$ cat src/rtl/core/ofht_pkg.sv
// ----------------------------------------------------------------------------
// ofht_pkg
// Shared types, codes and the key hash for the owner/descriptor file table.
// ----------------------------------------------------------------------------
package ofht_pkg;

	localparam int TABLE_LOG  = 5;
	localparam int TABLE_SIZE = 1 << TABLE_LOG;
	localparam int ADDR_W     = TABLE_LOG;
	localparam int PROBE_W    = (TABLE_LOG > 2) ? $clog2(TABLE_LOG) : 1;
	localparam int SLOT_W     = 5;
	localparam int KEY_W      = 32;
	localparam int VALUE_W    = 32;

	localparam logic [31:0] HASH_GOLDEN = 32'h9e3779b9;

	typedef enum logic [1:0] {
		CMD_LOOKUP = 2'd0,
		CMD_INSERT = 2'd1,
		CMD_DELETE = 2'd2,
		CMD_UNUSED = 2'd3
	} cmd_t;

	typedef enum logic [1:0] {
		RES_OK        = 2'd0,
		RES_NOT_FOUND = 2'd1,
		RES_FULL      = 2'd2,
		RES_ALREADY   = 2'd3
	} res_t;

	typedef enum logic [1:0] {
		ST_FREE = 2'd0,
		ST_USED = 2'd1,
		ST_TOMB = 2'd2,
		ST_RSVD = 2'd3
	} slot_state_t;

	// One table entry as it sits in the slot memory.
	typedef struct packed {
		slot_state_t         state;
		logic [KEY_W-1:0]    owner;
		logic [KEY_W-1:0]    fd;
		logic [VALUE_W-1:0]  value;
	} entry_t;

	// Start slot of a key. Only the low bits of the sum are kept, so synthesis
	// trims the adders down to ADDR_W bits.
	function automatic logic [ADDR_W-1:0] start_slot(input logic [KEY_W-1:0] a,
		input logic [KEY_W-1:0] b);
		logic [31:0] h;
		h = a ^ (b + HASH_GOLDEN + (a << 6) + (a >> 2));
		return h[ADDR_W-1:0];
	endfunction

endpackage

$ cat src/rtl/core/owner_fd_hash_table.sv
// Probing: the first read of the slot memory is issued at the accepting edge, and
// each later probe reads the next slot of the quadratic chain, up to TABLE_LOG probes.
// Throughput: one item at a time; the next word is taken in the cycle after the
// result is registered. A result that waits in the output register stalls the
// probing of the following item.
// Reset: arst_n clears all control state and the per-slot valid flags at once,
// so every slot reads as free right after reset; no clearing pass is needed.
// ----------------------------------------------------------------------------
// owner_fd_hash_table
// Open-addressing file table keyed by owner thread and descriptor, with
// quadratic probing over one synchronous slot memory.
// ----------------------------------------------------------------------------
module owner_fd_hash_table (
	input  logic        clk,
	input  logic        arst_n,
	// Request channel.
	input  logic        s_tvalid,
	output logic        s_tready,
	input  logic [95:0] s_tdata,   // owner [31:0], fd [63:32], entry_value [95:64]
	input  logic [1:0]  s_tuser,   // command [1:0]
	// Response channel.
	output logic        m_tvalid,
	input  logic        m_tready,
	output logic [39:0] m_tdata,   // slot [4:0], stored_value [36:5], zero [39:37]
	output logic [1:0]  m_tuser    // status [1:0]
);

	typedef enum logic {
		S_IDLE,
		S_PROBE
	} state_t;

	// Outcome of evaluating one probed slot.
	typedef struct packed {
		logic                        done;
		logic                        advance;
		logic                        wr_en;
		ofht_pkg::entry_t            wr_entry;
		ofht_pkg::res_t              status;
		logic [ofht_pkg::SLOT_W-1:0] slot;
		logic [ofht_pkg::VALUE_W-1:0] value;
	} probe_dec_t;

	localparam logic [ofht_pkg::PROBE_W-1:0] LAST_PROBE =
		ofht_pkg::PROBE_W'(ofht_pkg::TABLE_LOG - 1);

	state_t                          state_q;
	ofht_pkg::cmd_t                  cmd_q;
	logic [ofht_pkg::KEY_W-1:0]      owner_q;
	logic [ofht_pkg::KEY_W-1:0]      fd_q;
	logic [ofht_pkg::VALUE_W-1:0]    value_q;
	logic [ofht_pkg::ADDR_W-1:0]     start_q;
	logic [ofht_pkg::ADDR_W-1:0]     addr_q;
	logic [ofht_pkg::ADDR_W-1:0]     sq_q;
	logic [ofht_pkg::PROBE_W-1:0]    probe_q;
	logic [ofht_pkg::TABLE_SIZE-1:0] valid_q;

	logic                            m_tvalid_q;
	ofht_pkg::res_t                  res_status_q;
	logic [ofht_pkg::SLOT_W-1:0]     res_slot_q;
	logic [ofht_pkg::VALUE_W-1:0]    res_value_q;

	// Slot memory with a registered read port.
	ofht_pkg::entry_t                mem [ofht_pkg::TABLE_SIZE];
	ofht_pkg::entry_t                rd_s1;

	logic                            accept;
	logic                            out_free;
	logic [ofht_pkg::ADDR_W-1:0]     in_start;
	logic [ofht_pkg::ADDR_W-1:0]     step;
	logic [ofht_pkg::ADDR_W-1:0]     next_addr;
	logic                            rd_en;
	logic [ofht_pkg::ADDR_W-1:0]     rd_addr;
	ofht_pkg::slot_state_t           cur_state;
	logic                            key_match;
	logic                            last_probe;
	probe_dec_t                      dec;

	// The block takes a new request only between items; a result still waiting
	// in the output register does not hold off the next request.
	assign s_tready = (state_q == S_IDLE);
	assign accept   = s_tvalid && s_tready;
	assign out_free = !m_tvalid_q || m_tready;

	assign in_start = ofht_pkg::start_slot(s_tdata[31:0], s_tdata[63:32]);

	// Quadratic offsets built incrementally: (i+1)^2 = i^2 + 2i + 1.
	assign step      = ofht_pkg::ADDR_W'({probe_q, 1'b1});
	assign next_addr = start_q + sq_q + step;

	// A slot that was never written reads as free through its valid flag.
	assign cur_state  = valid_q[addr_q] ? rd_s1.state : ofht_pkg::ST_FREE;
	assign key_match  = (cur_state == ofht_pkg::ST_USED) && (rd_s1.owner == owner_q)
		&& (rd_s1.fd == fd_q);
	assign last_probe = (probe_q == LAST_PROBE);

	always_comb begin
		dec          = '0;
		dec.status   = ofht_pkg::RES_NOT_FOUND;
		dec.wr_entry = rd_s1;
		if (state_q == S_PROBE && out_free) begin
			case (cmd_q)
				ofht_pkg::CMD_INSERT: begin
					if (cur_state != ofht_pkg::ST_USED) begin
						// First free or tombstone slot takes the new entry.
						dec.done           = 1'b1;
						dec.wr_en          = 1'b1;
						dec.wr_entry.state = ofht_pkg::ST_USED;
						dec.wr_entry.owner = owner_q;
						dec.wr_entry.fd    = fd_q;
						dec.wr_entry.value = value_q;
						dec.status         = ofht_pkg::RES_OK;
						dec.slot           = ofht_pkg::SLOT_W'(addr_q);
					end else if (key_match) begin
						dec.done   = 1'b1;
						dec.status = ofht_pkg::RES_ALREADY;
					end else if (last_probe) begin
						dec.done   = 1'b1;
						dec.status = ofht_pkg::RES_FULL;
					end else begin
						dec.advance = 1'b1;
					end
				end
				ofht_pkg::CMD_LOOKUP, ofht_pkg::CMD_DELETE: begin
					if (cur_state == ofht_pkg::ST_FREE) begin
						dec.done = 1'b1;
					end else if (key_match) begin
						dec.done   = 1'b1;
						dec.status = ofht_pkg::RES_OK;
						dec.slot   = ofht_pkg::SLOT_W'(addr_q);
						if (cmd_q == ofht_pkg::CMD_LOOKUP) begin
							dec.value = rd_s1.value;
						end else begin
							dec.wr_en          = 1'b1;
							dec.wr_entry.state = ofht_pkg::ST_TOMB;
						end
					end else if (last_probe) begin
						dec.done = 1'b1;
					end else begin
						dec.advance = 1'b1;
					end
				end
				default: begin
					// The unused command changes nothing and answers not found.
					dec.done = 1'b1;
				end
			endcase
		end
	end

	assign rd_en   = accept || dec.advance;
	assign rd_addr = accept ? in_start : next_addr;

	// A write is always the last action of an item, and the next read is issued
	// no earlier than the following cycle, so read and write never collide.
	always_ff @(posedge clk) begin
		if (dec.wr_en) begin
			mem[addr_q] <= dec.wr_entry;
		end
		if (rd_en) begin
			rd_s1 <= mem[rd_addr];
		end
	end

	always_ff @(posedge clk or negedge arst_n) begin
		if (!arst_n) begin
			state_q      <= S_IDLE;
			cmd_q        <= ofht_pkg::CMD_LOOKUP;
			owner_q      <= '0;
			fd_q         <= '0;
			value_q      <= '0;
			start_q      <= '0;
			addr_q       <= '0;
			sq_q         <= '0;
			probe_q      <= '0;
			valid_q      <= '0;
			m_tvalid_q   <= 1'b0;
			res_status_q <= ofht_pkg::RES_OK;
			res_slot_q   <= '0;
			res_value_q  <= '0;
		end else begin
			if (m_tvalid_q && m_tready && !dec.done) begin
				m_tvalid_q <= 1'b0;
			end
			unique case (state_q)
				S_IDLE: begin
					if (accept) begin
						cmd_q   <= ofht_pkg::cmd_t'(s_tuser);
						owner_q <= s_tdata[31:0];
						fd_q    <= s_tdata[63:32];
						value_q <= s_tdata[95:64];
						start_q <= in_start;
						addr_q  <= in_start;
						sq_q    <= '0;
						probe_q <= '0;
						state_q <= S_PROBE;
					end
				end
				S_PROBE: begin
					if (dec.advance) begin
						probe_q <= probe_q + 1'b1;
						sq_q    <= sq_q + step;
						addr_q  <= next_addr;
					end
					if (dec.wr_en) begin
						valid_q[addr_q] <= 1'b1;
					end
					if (dec.done) begin
						m_tvalid_q   <= 1'b1;
						res_status_q <= dec.status;
						res_slot_q   <= dec.slot;
						res_value_q  <= dec.value;
						state_q      <= S_IDLE;
					end
				end
				default: begin
					state_q <= S_IDLE;
				end
			endcase
		end
	end

	assign m_tvalid = m_tvalid_q;
	assign m_tdata  = {3'b000, res_value_q, res_slot_q};
	assign m_tuser  = res_status_q;

	// A result word only appears at the end of a probe sequence.
	assert property (@(posedge clk) disable iff (!arst_n)
		$rose(m_tvalid_q) |-> $past(state_q == S_PROBE))
		else $error("result raised outside a probe sequence");

	// The probe counter never runs past the last quadratic offset.
	assert property (@(posedge clk) disable iff (!arst_n)
		(state_q == S_PROBE) |-> (probe_q <= LAST_PROBE))
		else $error("probe index out of range");

	// Only insert and delete modify the table.
	assert property (@(posedge clk) disable iff (!arst_n)
		dec.wr_en |-> (cmd_q == ofht_pkg::CMD_INSERT || cmd_q == ofht_pkg::CMD_DELETE))
		else $error("table write from a lookup or unused command");

	// A write ends the item, so the block is idle in the next cycle.
	assert property (@(posedge clk) disable iff (!arst_n)
		dec.wr_en |=> (state_q == S_IDLE) && m_tvalid_q)
		else $error("write not followed by a result");

	// Any status other than ok carries slot and value of zero.
	assert property (@(posedge clk) disable iff (!arst_n)
		(m_tvalid_q && res_status_q != ofht_pkg::RES_OK) |->
		(res_slot_q == '0 && res_value_q == '0))
		else $error("failed request reports a slot or value");

endmodule

$ cat config.mk
export PLATFORM = sky130hd
export DESIGN_NAME = owner_fd_hash_table
export DESIGN_NICKNAME = d
export VERILOG_FILES = /design/src/rtl/core/ofht_pkg.sv /design/src/rtl/core/owner_fd_hash_table.sv
export SDC_FILE = /design/constraint.sdc
export NUM_CORES = 2
export LEC_CHECK = 0
export BUFFER_PORTS_ARGS = -buffer_cell sky130_fd_sc_hd__buf_2
export CAP_MARGIN = 0
export CORE_MARGIN = 4
export CORE_UTILIZATION = 63
export CTS_CLUSTER_SIZE = 40
export DETAILED_ROUTE_END_ITERATION = 10
export PLACE_DENSITY_LB_ADDON = 0.15
export SLEW_MARGIN = 20
export SYNTH_ARGS = -nofsm -noshare
export SYNTH_HDL_FRONTEND = slang
export SYNTH_SLANG_ARGS = --single-unit
$ cat constraint.sdc
create_clock -name clk -period 11.9 [get_ports clk]
set_clock_uncertainty 0.05 [all_clocks]
set_input_delay 0.595 -clock clk [delete_from_list [all_inputs] [get_ports clk]]
set_output_delay 0.595 -clock clk [all_outputs]
set_load 0.01 [all_outputs]
[Word level (Yosys, flattened, before mapping)]
Memories as Yosys holds them, arrays and structs flattened. A register that Yosys moved wholly into a read port is not among the register bits.
Index checks and enable logic that the tools add are counted.
Word-level totals
  output and inout port bits: 44
  memory bits (writable): 3136
  word-level logic and storage cells: 101
  register bits after elaboration: 189
  memories kept: 1
  bits of input ports: 102
Memory list
  mem: depth 32, bits a word 98, rd ports 1, clocked after Yosys merged registers in 1, wr ports 1, line owner_fd_hash_table.sv:64  | ofht_pkg::entry_t mem [ofht_pkg::TABLE_SIZE];
Cells by class
  bitwise operators: 3
  mux-type cells: 47
  equal/unequal tests: 9
  reductions and logical operators: 18
  $lt $le $gt $ge: 2
  add/sub/neg operators: 7
Operators with widths (number)
  140-bit two-way mux: 1
  99-bit two-way mux: 1
  96-bit two-way mux: 1
  38-bit two-way mux: 2
  32-bit == test: 2
  32-bit two-way mux: 2
  32-bit OR: 1
  5-bit two-way mux: 6
  5-bit case mux with 2 select lines: 2
  1-bit two-way mux: 16
  7-bit case mux with 2 select lines: 1
  3-bit two-way mux: 4
  5-bit by 4-bit adder with 5-bit output: 2
  5-bit adder: 2
  2-bit two-way mux: 4
  4-bit case mux with 2 select lines: 1
  2-bit AND reduction: 4
  1-bit logical AND: 7
  5-bit by 6-bit < comparator with 1-bit output (second input constant): 1
  2-bit by 1-bit != test with 1-bit output (second input constant): 3
  3-bit case mux with 2 select lines: 1
  5-bit by 1-bit adder with 5-bit output (second input constant): 1
  5-bit adder (second input constant): 1
  1-bit binary-select mux with 5-bit select: 1
  other kinds (14): 19

[Longest topological paths before layout]
  depth after elaboration: 15
  gate-level depth with buffers: 16
  depth with buffers taken out: 12

[Worst setup path after synthesis]
OpenSTA, ideal clock, no wires.
  path kind: reg2reg
  start point: register addr_q[2] (netlist bit)
  end point: memory mem[18][0] (netlist bit), enable pin
  path slack: 2.306 ns
  path buffers: 1
  data arrival time: 8.869 ns
  required time: 11.175 ns
  setup time: 0.675 ns
  clock period less this slack: 9.594 ns
  cell stages (with the launch flop): 9
  path through: dfrtp_1 -> nand2b_1 -> or3_1 -> a41o_1 -> and3_4 -> a2111oi_4 -> a22oi_1 -> buf_2 -> nor3_1
On the way
  cells in the longest elaborated chain, start to end: 12
  elaborated cells on any way between the ends: 15
  classes of those cells: eq/ne: 2; mux: 10; reduce/logical: 3
RTL lines
  from (decl): line owner_fd_hash_table.sv:53  | logic [ofht_pkg::ADDR_W-1:0] addr_q;
  from (signal assigned): line owner_fd_hash_table.sv:193  | addr_q <= in_start;
  from (signal assigned): line owner_fd_hash_table.sv:203  | addr_q <= next_addr;
  1-bit binary-select mux with 5-bit select: line owner_fd_hash_table.sv:92  | assign cur_state = valid_q[addr_q] ? rd_s1.state : ofht_pkg::ST_FREE;
  1-bit two-way mux (not written as such): line owner_fd_hash_table.sv:92
  2-bit two-way mux: line owner_fd_hash_table.sv:92
  2-bit by 1-bit == test with 1-bit output: line owner_fd_hash_table.sv:93  | assign key_match = (cur_state == ofht_pkg::ST_USED) && (rd_s1.owner == owner_q)
  1-bit logical AND: line owner_fd_hash_table.sv:93
  1-bit logical AND: line owner_fd_hash_table.sv:94  | && (rd_s1.fd == fd_q);
  3-bit two-way mux: line owner_fd_hash_table.sv:127  | end else if (key_match) begin
  4-bit two-way mux: line owner_fd_hash_table.sv:125  | if (cur_state == ofht_pkg::ST_FREE) begin
  4-bit case mux with 2 select lines: line owner_fd_hash_table.sv:102  | case (cmd_q)
  140-bit two-way mux: line owner_fd_hash_table.sv:101  | if (state_q == S_PROBE && out_free) begin
  1-bit two-way mux: line owner_fd_hash_table.sv:157  | if (dec.wr_en) begin
  1-bit two-way mux (not written as such): line owner_fd_hash_table.sv:158  | mem[addr_q] <= dec.wr_entry;
  to (decl): line owner_fd_hash_table.sv:64
Parallel ways exist; a longest one is shown, timed or not. The select of a mux whose other input is x is not followed.

[Worst setup path after layout]
  start point: register fd_q[12] (netlist bit)
  end point: memory mem[1][53] (netlist bit), enable pin
On the way
  cells in the longest elaborated chain, start to end: 8
RTL lines
  from (decl): line owner_fd_hash_table.sv:50  | logic [ofht_pkg::KEY_W-1:0] fd_q;
  from (signal assigned): line owner_fd_hash_table.sv:190  | fd_q <= s_tdata[63:32];
  32-bit == test: line owner_fd_hash_table.sv:94
  1-bit logical AND: line owner_fd_hash_table.sv:94
  3-bit two-way mux: line owner_fd_hash_table.sv:127
  4-bit two-way mux: line owner_fd_hash_table.sv:125
  4-bit case mux with 2 select lines: line owner_fd_hash_table.sv:102
  140-bit two-way mux: line owner_fd_hash_table.sv:101
  1-bit two-way mux: line owner_fd_hash_table.sv:157
  1-bit two-way mux (not written as such): line owner_fd_hash_table.sv:158
No other way between the ends.

==> summary.md <==
| Metric | Value |
|---|---|
| Vias in the first global route | 71,100 |
| Synth Area in XOR/XNOR | 0.524% |
| Most frequent cells in the layout | edfxtp_1, mux2i_1, nand2_1 |
| Post-synthesis compound-gate area fraction | 4.92% |
| Die H | 467 microns |
| Synth cell types | 63 |
| Rel. slew slack | 20.7% |
| CP Max Fanout | 49 |
| CP max stage cell | nor2_4 |
| Synthesized area | 133,000 sq um |
| Hold depth | 3 |
| Mux contribution to synthesized area | 13.7% |
| Worst Hold Path EP | fd_q[19]$_DFFE_PN0P_ |
| Worst endpoint required time | 12,440 ps |
| Placement row count | 168 |
| R2r startpoint | fd_q[12]$_DFFE_PN0P_ |
| Fin. max-slew vios | 0 |
| Clk_lat worst skew | 1000 ps |
| RSZ-0062 raised after global routing | false |
| Die area | 218,000 sq um |
| Antenna Nets Post-Route | 0 |
| Clk buf depth | 4 |
| Most common cell after layout, fill and taps aside | edfxtp_1 |
| Pin count of the biggest net entering global routing | 173 |
| Arrival time worst endpoint | 6970 ps |
| Final worst slack | 5470 ps |
| Startpoint types | flip-flop |
| Leading area contributor after synthesis | edfxtp_1 |
| First-pass GRT wire length | 515,000 microns |
| Final setup viols | 0 |
| CP endpoint kind | flip-flop |
| Main synth FF type | edfxtp_1 |
| H-tree level count | 5 |
| Fin nets | 7,372 |
| Crit Path Category | flip-flop to flip-flop |
| Post-CTS sizing | 0 |
| Starting Density | 63.4% |
| Simple-gate share of the synthesized area | 2.52% |
| Detail Placement HPWL | 175,000 microns |
| Most common cell on crit path | buf_4 |
| Pre-Repair DR Iteration Count | 6 |
| Largest family of logic cells by synthesized area | multiplexers |
| Wire length per cell | 35.0 microns |
| Syn Area/Cell | 19.3 sq um |
| DR iter-0 viols | 10,200 |
| YS warnings | 0 |
| Layout area overhead | 12.0% |
| Clock root buffer | clkbuf_16 |
| Die Wd | 467 microns |
| Least-Margin Pin Slew | 1190 ps |
| CP top delay family | simple AND/OR/NAND/NOR gates |
| Global placement routability congestion | 0.842 |
| Seq/Total Area, Yosys | 76.6% |
| Hold Path Origin | s_tdata[51] |
| Vias | 72,100 |
| Total track usage | 33.3% |
| Status | completed |
| Final worst path period share | 54.1% |
| R2R cell count | 10 |
| Share of post-route cells with drive strength above 1 | 18.6% |
| Mapped Cells | 6,904 |
| Crit-path max cell delay | 770 ps |
| Max Cap Violations | 0 |
| R2R setup slack | 5470 ps |
| DRC Markers | 0 |
| Port Buffers | 142 |
| Grt total ovfl | 0 |
| Core area | 210,000 sq um |
| Hold WC Path Type | input port to flip-flop |
| Top cells by area, synth | edfxtp_1, mux4_2, mux2i_1 |
| Asr flop ratio synth | 5.52% |
| Final hold vios | 0 |
| Critical path cell sequence | xnor2_1 -> nand4_1 -> nor4_1 -> nand4_1 -> a2111oi_0 -> a22oi_2 -> buf_4 -> nor2_4 -> buf_4 -> buf_4 |
| Place WS | 5280 ps |
| CTS Buf Count | 349 |
| Setup total negative slack | 0 ps |
| CTS tree | done |
| Worst reg2reg endpoint | mem[1][53]$_DFFE_PP_ |
| # IOs | 146 |
| Post-synth EDFFs | 3,234 |
| Vias/cell | 6.99 |
| Post-synth top area share | 73.1% |
| Clock transition at path regs | 60 ps |
| Final wirelength | 361,000 microns |
| Synth Area in Adders | 0.241% |
| Antenna violations before repair | 4 |
| Period minus WS final | 6430 ps |
| F_max | 0.155 GHz |
| Yosys reg bits | 3,423 |
| Clk sink count | 3,423 |
| WP buf/inv | 3 |
==> worst reg2reg max path: cells and delay by family (launching register included) <==
| kind | cells | cell delay (ps) |
|---|---|---|
| and+or+nand+nor | 4 | 2160 |
| buffers and inverters | 3 | 1840 |
| AOI/OAI and AO/OA | 2 | 800 |
| xor gates and xnor gates | 1 | 750 |
| DFF | 1 | 420 |
==> cell usage after synthesis (32+ instances only) <==
| cell type | count |
|---|---|
| o21bai_1 | 32 |
| xnor2_1 | 72 |
| o221ai_1 | 237 |
| a31oi_1 | 60 |
| nand3_1 | 89 |
| mux2i_1 | 619 |
| a22o_1 | 32 |
| buf_1 | 43 |
| clkbuf_1 | 197 |
| buf_2 | 155 |
| o21a_1 | 65 |
| mux4_2 | 481 |
| o22ai_1 | 146 |
| nor2_1 | 126 |
| a211oi_1 | 61 |
| mux2_2 | 84 |
| edfxtp_1 | 3234 |
| nand2_1 | 526 |
| a21oi_1 | 191 |
| dfrtp_1 | 189 |
| o21ai_0 | 50 |
==> cells by family (layout without fill, tap and decap cells) <==
group,count (synthesis),in the layout
compound gates,933,933
flops,3423,3423
mux,1210,1210
other cells,1,7
simple gates,809,809
xor+xnor,78,78
fa+ha+maj,22,22
buf+inv,428,1026
==> through the flow <==
stage	cell area (sq um)	std cells	utilization (%)	hold WS, ps
2_1_floorplan	133000	6906	-	249
4_1_cts	149000	10300	71.0	50.7
5_1_grt	149000	10300	71.0	92.9
3_5_place_dp	137000	9603	65.4	406
6_report	149000	10300	71.0	105
3_3_place_gp	137000	9601	65.3	402
==> state kept, by name, summed over array words and instances, names as in the netlist <==
| register | flops |
|---|---|
| m_tvalid | 1 |
| rd_s1 | 98 |
| cmd_q | 2 |
| fd_q | 32 |
| state_q | 1 |
| m_tuser | 2 |
| mem | 3136 |
| start_q | 5 |
| sq_q | 5 |
| res_value_q | 32 |
| res_slot_q | 5 |
| addr_q | 5 |
| owner_q | 32 |
| valid_q | 32 |
| value_q | 32 |
| probe_q | 3 |
==> what timing repair did <==
| action | 4_1_cts | 5_1_grt |
|---|---|---|
| buffers inserted | 0 | 0 |
| hold buffers | 99 | 0 |
| setup endpoints to repair | 0 | 0 |
| hold endpoints to repair | 193 | 0 |
==> worst max-delay path by stage <==
stage	startpoint	end	slack, ps	cells after the start
after floorplan	addr_q[2]$_DFFE_PN0P_	mem[18][0]$_DFFE_PP_	2310	8
after global placement	s_tvalid	rd_s1[44]$_DFFE_PP_	5430	11
after detailed placement	s_tvalid	rd_s1[45]$_DFFE_PP_	5280	11
after CTS	state_q$_DFF_PN0_	rd_s1[45]$_DFFE_PP_	5420	10
after global routing	state_q$_DFF_PN0_	rd_s1[65]$_DFFE_PP_	5060	10
final	fd_q[12]$_DFFE_PN0P_	mem[1][53]$_DFFE_PP_	5470	10
==> routing by layer <==
metal	up-vias	part of all wire, %	GRT usage [%]
met5	-	0	0
met2	4658	48	53.1
li1	28800	-	-
met1	37700	36	46.2
met3	908	11	6.05
met4	0	4.8	14.1
==> layout make-up <==
type                            instances  area [sq um]
Antenna cell                            4          10.0
Multi-Input combinational cell       3055         29600
Sequential cell                      3423        102000
Fill cell                           12600         60900
Clock buffer                          444          9390
Inverter                               19          71.3
Timing Repair Buffer                  400          3120
Tap cell                             2805          3510
Clock inverter                        163          1390
Power is not shown: default switching activity piles up to over one toggle a cycle in this logic, so the estimate is an artifact.
